File: src/sv/bmg_pkg.sv
// Shared constants, latencies and series divisor tables for the Box-Muller pipeline.
package bmg_pkg;

  localparam int unsigned OutFracBitsDef = 27;

  localparam logic [30:0] Ln2Q31    = 31'd1488522236;
  localparam logic [30:0] HalfPiQ30 = 31'd1686629713;
  localparam logic [30:0] OneQ30    = 31'h4000_0000;

  localparam int unsigned LogSteps  = 28;
  localparam int unsigned SqrtSteps = 32;
  localparam int unsigned SerSlots  = 6;

  localparam int unsigned LogLat   = LogSteps + 3;
  localparam int unsigned SqrtLat  = SqrtSteps;
  localparam int unsigned SinLat   = 3 + 3 * SerSlots + 1;
  localparam int unsigned SinDelay = LogLat + SqrtLat - SinLat;

  typedef struct packed {
    logic [7:0]  divisor;
    logic [31:0] recip;
  } ser_const_t;

  // Horner slot constants; sine leaves slot 0 as a pass-through
  function automatic ser_const_t ser_const(input int unsigned slot, input logic cos_sel);
    ser_const_t c;
    c = '{divisor: 8'd2, recip: 32'd2147483648};
    if (cos_sel) begin
      case (slot)
        0: c = '{divisor: 8'd132, recip: 32'd32537631};
        1: c = '{divisor: 8'd90,  recip: 32'd47721858};
        2: c = '{divisor: 8'd56,  recip: 32'd76695844};
        3: c = '{divisor: 8'd30,  recip: 32'd143165576};
        4: c = '{divisor: 8'd12,  recip: 32'd357913941};
        default: c = '{divisor: 8'd2, recip: 32'd2147483648};
      endcase
    end else begin
      case (slot)
        1: c = '{divisor: 8'd110, recip: 32'd39045157};
        2: c = '{divisor: 8'd72,  recip: 32'd59652323};
        3: c = '{divisor: 8'd42,  recip: 32'd102261126};
        4: c = '{divisor: 8'd20,  recip: 32'd214748364};
        5: c = '{divisor: 8'd6,   recip: 32'd715827882};
        default: c = '{divisor: 8'd110, recip: 32'd39045157};
      endcase
    end
    return c;
  endfunction

endpackage

File: src/sv/bmg_sqrt.sv
// Pipelined bit-by-bit integer square root, one result bit per stage.
module bmg_sqrt import bmg_pkg::*; (
  input  logic        clk_i,
  input  logic        rst_ni,
  input  logic        en_i,
  input  logic        valid_i,
  input  logic [61:0] v_i,
  output logic        valid_o,
  output logic [30:0] root_o
);

  logic [63:0] v_q   [0:SqrtSteps];
  logic [63:0] res_q [0:SqrtSteps];
  logic        vld_q [0:SqrtSteps];

  assign v_q[0]   = 64'(v_i);
  assign res_q[0] = '0;
  assign vld_q[0] = valid_i;

  for (genvar k = 0; k < SqrtSteps; k++) begin : g_bit
    localparam logic [63:0] Bit = 64'd1 << (62 - 2 * k);
    logic [63:0] trial;
    assign trial = res_q[k] + Bit;
    always_ff @(posedge clk_i or negedge rst_ni) begin
      if (!rst_ni) begin
        vld_q[k+1] <= 1'b0;
      end else if (en_i) begin
        vld_q[k+1] <= vld_q[k];
      end
    end
    always_ff @(posedge clk_i) begin
      if (en_i) begin
        if (v_q[k] >= trial) begin
          v_q[k+1]   <= v_q[k] - trial;
          res_q[k+1] <= (res_q[k] >> 1) + Bit;
        end else begin
          v_q[k+1]   <= v_q[k];
          res_q[k+1] <= res_q[k] >> 1;
        end
      end
    end
  end

  assign valid_o = vld_q[SqrtSteps];
  assign root_o  = res_q[SqrtSteps][30:0];

endmodule

File: config.mk
export PLATFORM = sky130hd
export DESIGN_NAME = bmg_sqrt
export DESIGN_NICKNAME = d
export VERILOG_FILES = /design/src/sv/bmg_pkg.sv /design/src/sv/bmg_sqrt.sv
export SDC_FILE = /design/constraint.sdc
export NUM_CORES = 2
export LEC_CHECK = 0
export CAP_MARGIN = 20
export CORE_ASPECT_RATIO = 0.5
export CORE_MARGIN = 4
export CORE_UTILIZATION = 43
export CTS_BUF_LIST = sky130_fd_sc_hd__clkbuf_4 sky130_fd_sc_hd__clkbuf_8
export CTS_CLUSTER_DIAMETER = 50
export DETAILED_ROUTE_END_ITERATION = 16
export DONT_BUFFER_PORTS = 1
export GPL_ROUTABILITY_DRIVEN = 0
export PLACE_DENSITY = 0.56
export SKIP_LAST_GASP = 1
export SLEW_MARGIN = 0
export SYNTH_ARGS = -nofsm -noshare
export SYNTH_HDL_FRONTEND = slang
export SYNTH_SLANG_ARGS = --single-unit
File: constraint.sdc
create_clock -name clk_i -period 5.75 [get_ports clk_i]
set_clock_uncertainty 0.1 [all_clocks]
set_input_delay 0.575 -clock clk_i [delete_from_list [all_inputs] [get_ports clk_i]]
set_output_delay 0.575 -clock clk_i [all_outputs]
set_load 0.005 [all_outputs]
### After elaboration in Yosys (flattened, before gate mapping)

Index checks and enable logic that the tools add are counted.

* flip-flop bits (word level): 4031
* input bits: 66
* output and inout port bits: 32
* logic and storage cells: 314

* add/sub/neg operators: 93
* $lt $le $gt $ge: 32
* muxes and demuxes: 63

Operators with widths (count)
* $ge 64x64->1: 31
* $mux 63: 31
* $mux 64: 30
* $sub 64x64->64: 30
* $add 63x11->64 const B: 1
* $add 63x13->64 const B: 1
* $add 63x15->64 const B: 1
* $add 63x17->64 const B: 1
* $add 63x19->64 const B: 1
* $add 63x21->64 const B: 1
* $add 63x23->64 const B: 1
* $add 63x25->64 const B: 1
* $add 63x27->64 const B: 1
* $add 63x29->64 const B: 1
* $add 63x3->64 const B: 1
* $add 63x31->64 const B: 1
* $add 63x33->64 const B: 1
* $add 63x35->64 const B: 1
* $add 63x37->64 const B: 1
* $add 63x39->64 const B: 1
* $add 63x41->64 const B: 1
* $add 63x43->64 const B: 1
* $add 63x45->64 const B: 1
* $add 63x47->64 const B: 1
* other kinds (46): 46

### Depth between registers and ports, before layout

* depth after elaboration: 3
* mapped depth: 16
* mapped depth without buffers: 13

### Worst setup path after synthesis

No wires, ideal clock.

* kind: register to register
* from: reg v_q[1136] (netlist bit)
* to: reg v_q[1070] (netlist bit), data pin
* setup time: 0.260 ns
* arrival: 3.457 ns
* required time: 5.390 ns
* path slack: 1.933 ns
* cell stages (with the launch flop): 12
* path buffers: 1
* cells stage by stage: edfxtp_1 > or3_4 > or3_4 > or3_4 > or3_4 > or3_4 > or3_1 > or3_4 > nor2b_2 > buf_6 > inv_2 > mux2_4

* longest elaborated chain between the ends: 2

Ends and longest elaborated chain
* start, declared: RTL line bmg_sqrt.sv:12 `logic [63:0] v_q [0:SqrtSteps];`
* start signal, assigned by index: RTL line bmg_sqrt.sv:34 `v_q[k+1] <= v_q[k] - trial;`
* start signal, assigned by index: RTL line bmg_sqrt.sv:37 `v_q[k+1] <= v_q[k];`
* $ge 64x64->1: RTL line bmg_sqrt.sv:33 `if (v_q[k] >= trial) begin`
* $mux 64: RTL line bmg_sqrt.sv:33

Every way passes these cells.
A chain may end at the register's enable or synchronous reset.

### Worst setup path after layout

* from: in en_i
* to: reg v_q[411] (netlist bit) (enable)

RTL lines
* start, declared: RTL line bmg_sqrt.sv:5 `input logic en_i,`

No word-level cell between the ends.

==> results.sh <==
export IMPL_synth_area_per_cell_um2=12.8
export IMPL_p_int_w=0.0344
export IMPL_insertion_delay_ns=1.00
export IMPL_path_class="in -> reg"
export IMPL_max_freq_ghz=0.195
export IMPL_required_ns=6.23
export IMPL_min_period_ns=5.13
export IMPL_maxSlewViolCount=0
export IMPL_placed_cell_area_mm2=0.123
export IMPL_wire_per_inst_um=17.0
export IMPL_worst_setup_path_start_kind="input port"
export IMPL_synth_area_mux_share_pct=1.25
export IMPL_ir_worst_vdd_mv=0.231
export IMPL_fin_crit_sh_pct=89.2
export IMPL_async_flop_share_pct=1.28
export IMPL_ys_ff_latch=2509
export IMPL_grt_max_degree=250
export IMPL_grt_usage_pct=16.0
export IMPL_htree_levels=5
export IMPL_layout_commonest_cell="edfxtp_1"
export IMPL_r2r_slack_ns=0.94
export IMPL_synth_compound_area_share_pct=8.66
export IMPL_grt_pass1_wl_mm=370
export IMPL_relSlewSlack_pct=15.6
export IMPL_wl_mm=230
export IMPL_clk_pin_slew_ns=0.06
export IMPL_powerDensity_mw_per_mm2=366
export IMPL_coreArea_mm2=0.272
export IMPL_setup_tns_ns=0
export IMPL_min_path_type="in -> reg"
export IMPL_drc=0
export IMPL_final_cell_mix="edfxtp_1, inv_1, nor2_1, a21oi_1, ha_1"
export IMPL_synth_simple_area_share_pct=11.9
export IMPL_dieHeight_um=379
export IMPL_first_iter_violations=3961
export IMPL_netSwitchingPower_w=0.0138
export IMPL_ys_types=86
export IMPL_tritoncts="done"
export IMPL_power_leakage_nw=49.0
export IMPL_synth_ff_type="edfxtp_1"
export IMPL_core_rowCount=135
export IMPL_status="finished clean"
export IMPL_grt_pass1_vias=72506
export IMPL_drtAntennaViolNets=0
export IMPL_synth_cells=9287
export IMPL_synth_fp_nets=9878
export IMPL_synth_top_family_by_area="simple AND/OR/NAND/NOR gates"
export IMPL_nFillCells=23916
export IMPL_maxCapViolCount=0
export IMPL_p_comb_share_pct=20.0
export IMPL_numCtsBuffers=370
export IMPL_antenna_found_initial=2
export IMPL_io_buffer_count=0
export IMPL_cts_buffer_depth=4
export IMPL_synth_area_mm2=0.119
export IMPL_root_buffer="clkbuf_8"
export IMPL_grt_setup_unrepaired="false"
export IMPL_seq_area_frac_synth_pct=63.4
export IMPL_arrival_ns=5.61
export IMPL_seqPwrFrac_pct=50.8
export IMPL_vias=70647
export IMPL_yosysWarningCount=0
export IMPL_swShare_pct=28.7
export IMPL_grt_overflow=0
export IMPL_clock_sinks=2509
export IMPL_p_clk_share_pct=29.2
export IMPL_hold_violations=0
export IMPL_hpwl_mm=161
export IMPL_nNetsFinal=10252
export IMPL_synth_xor_area_share_pct=6.49
export IMPL_yosys_area_share_adder_pct=5.54
export IMPL_die_w_um=751
export IMPL_drt_first_pass_iters=6
export IMPL_dieArea_mm2=0.285
export IMPL_end_kind="flop"
export IMPL_tightest_slew_ns=1.27
export IMPL_fin_area_mm2=0.132
export IMPL_via_per_inst=5.21
export IMPL_area_delta_synth_final_pct=11.1
export IMPL_critical_path_max_fanout=249
export IMPL_start_util_pct=43.5
export IMPL_ios=98
export IMPL_synth_edf_count=2477
export IMPL_setup_viol=0
export IMPL_drive_gt1_share_pct=8.47
[critical path, stage by stage]
cell       delay [ns]
buf_16           0.62
buf_16           0.49
buf_16           0.47
buf_16           0.45
buf_16           0.37
buf_16           0.45
buf_16           0.50
bufbuf_16        0.70
[layout make-up]
| class | instances | area (um2) | share of cell area (%) |
|---|---|---|---|
| clock buffers | 508 | 6160 | 4.68 |
| repair buffers | 196 | 2200 | 1.67 |
| multi-input cells | 5925 | 40200 | 30.5 |
| flip-flops and latches | 2509 | 75200 | 57.1 |
| diodes | 3 | 7.51 | 0.00570 |
| well taps | 3630 | 4540 | 3.45 |
| clock inverters | 137 | 892 | 0.678 |
| inverters | 659 | 2470 | 1.88 |
[per-layer routing]
metal	track usage [%]	wire length (um)
met1	17.3	91100
met2	29.7	118000
met3	2.55	8130
met4	8.97	13000
met5	0	0
[synthesized netlist by cell type, types with 14 or more instances]
library cell | n | area share, %
a211oi_1 | 30 | 0.19
a21boi_0 | 21 | 0.13
a21o_1 | 215 | 1.4
a21oi_1 | 599 | 2.5
a31oi_1 | 43 | 0.23
and2_1 | 32 | 0.17
and3_1 | 44 | 0.23
and4_1 | 16 | 0.12
clkbuf_1 | 172 | 0.54
dfrtp_1 | 32 | 0.68
edfxtp_1 | 2477 | 63
ha_1 | 525 | 5.5
inv_1 | 657 | 2.1
mux2_2 | 120 | 1.1
nand2_1 | 523 | 1.7
nand2b_1 | 107 | 0.56
nand3_1 | 146 | 0.62
nand3b_1 | 34 | 0.22
nand4_1 | 149 | 0.79
nand4b_1 | 28 | 0.21
nor2_1 | 641 | 2.0
nor2b_1 | 73 | 0.39
nor3_1 | 283 | 1.2
nor3b_1 | 20 | 0.13
nor4_1 | 342 | 1.8
nor4b_1 | 41 | 0.30
o2111ai_1 | 14 | 0.10
o211ai_1 | 32 | 0.20
o21a_1 | 98 | 0.62
o21ai_0 | 369 | 1.6
o21bai_1 | 53 | 0.34
o31ai_1 | 38 | 0.24
o41ai_1 | 16 | 0.12
or2_2 | 41 | 0.22
or3_1 | 98 | 0.52
or4_1 | 72 | 0.46
xnor2_1 | 440 | 3.3
xor2_1 | 438 | 3.2
[state kept, by name (all words and copies together), names as in the netlist]
name and cells:
v_q 1981, root_o 31, valid_o 1, res_q 465
vld_q 31
[through the flow]
stage,setup WS (ns),total power (W),util (%),cells,hold slack (ns)
floorplan,1.93,0.0315,-,9287,0.179
global placement,-2.96,0.0342,45.2,12782,0.181
detailed placement,-3.06,0.0343,45.2,12782,0.181
CTS,0.181,0.0488,48.3,13562,0.00731
global route,0.150,0.0510,48.3,13567,0.0605
finish,0.619,0.0482,48.3,13567,0.120
[cell families (layout without fill, tap and decap cells)]
family / Yosys count / in the layout
xor+xnor: 878 / 878
flops: 2509 / 2509
buf+inv: 853 / 1500
simple gates: 2724 / 2724
other cells: 0 / 3
compound gates: 1665 / 1665
fa+ha+maj: 525 / 525
mux: 133 / 133
[power by group through the flow]
stage               combinational, W  clock, W  sequential, W
floorplan                    0.00722         0         0.0243
global placement             0.00936         0         0.0248
detailed placement           0.00946         0         0.0249
CTS                          0.00961    0.0147         0.0245
global route                  0.0108    0.0155         0.0247
finish                       0.00963    0.0141         0.0245
[what timing repair did]
action	CTS	global route
gates resized for setup	0	0
hold buffers	129	0
cloned	6	2
hold endpoints to repair	109	0
setup buffers	0	0
setup endpoints to repair	919	469
[final timing paths]
kind | startpoint | to | cells past startpoint
min in group asynchronous | rst_ni | vld_q[7] | 4
min | en_i | res_q[1980] | 1
max reg2reg | v_q[617] | v_q[562] | 10
max in group asynchronous | rst_ni | vld_q[31] | 4
max | en_i | v_q[411] | 8
min reg2reg | res_q[871] | res_q[806] | 0
Power figures use the tool's default switching activity.
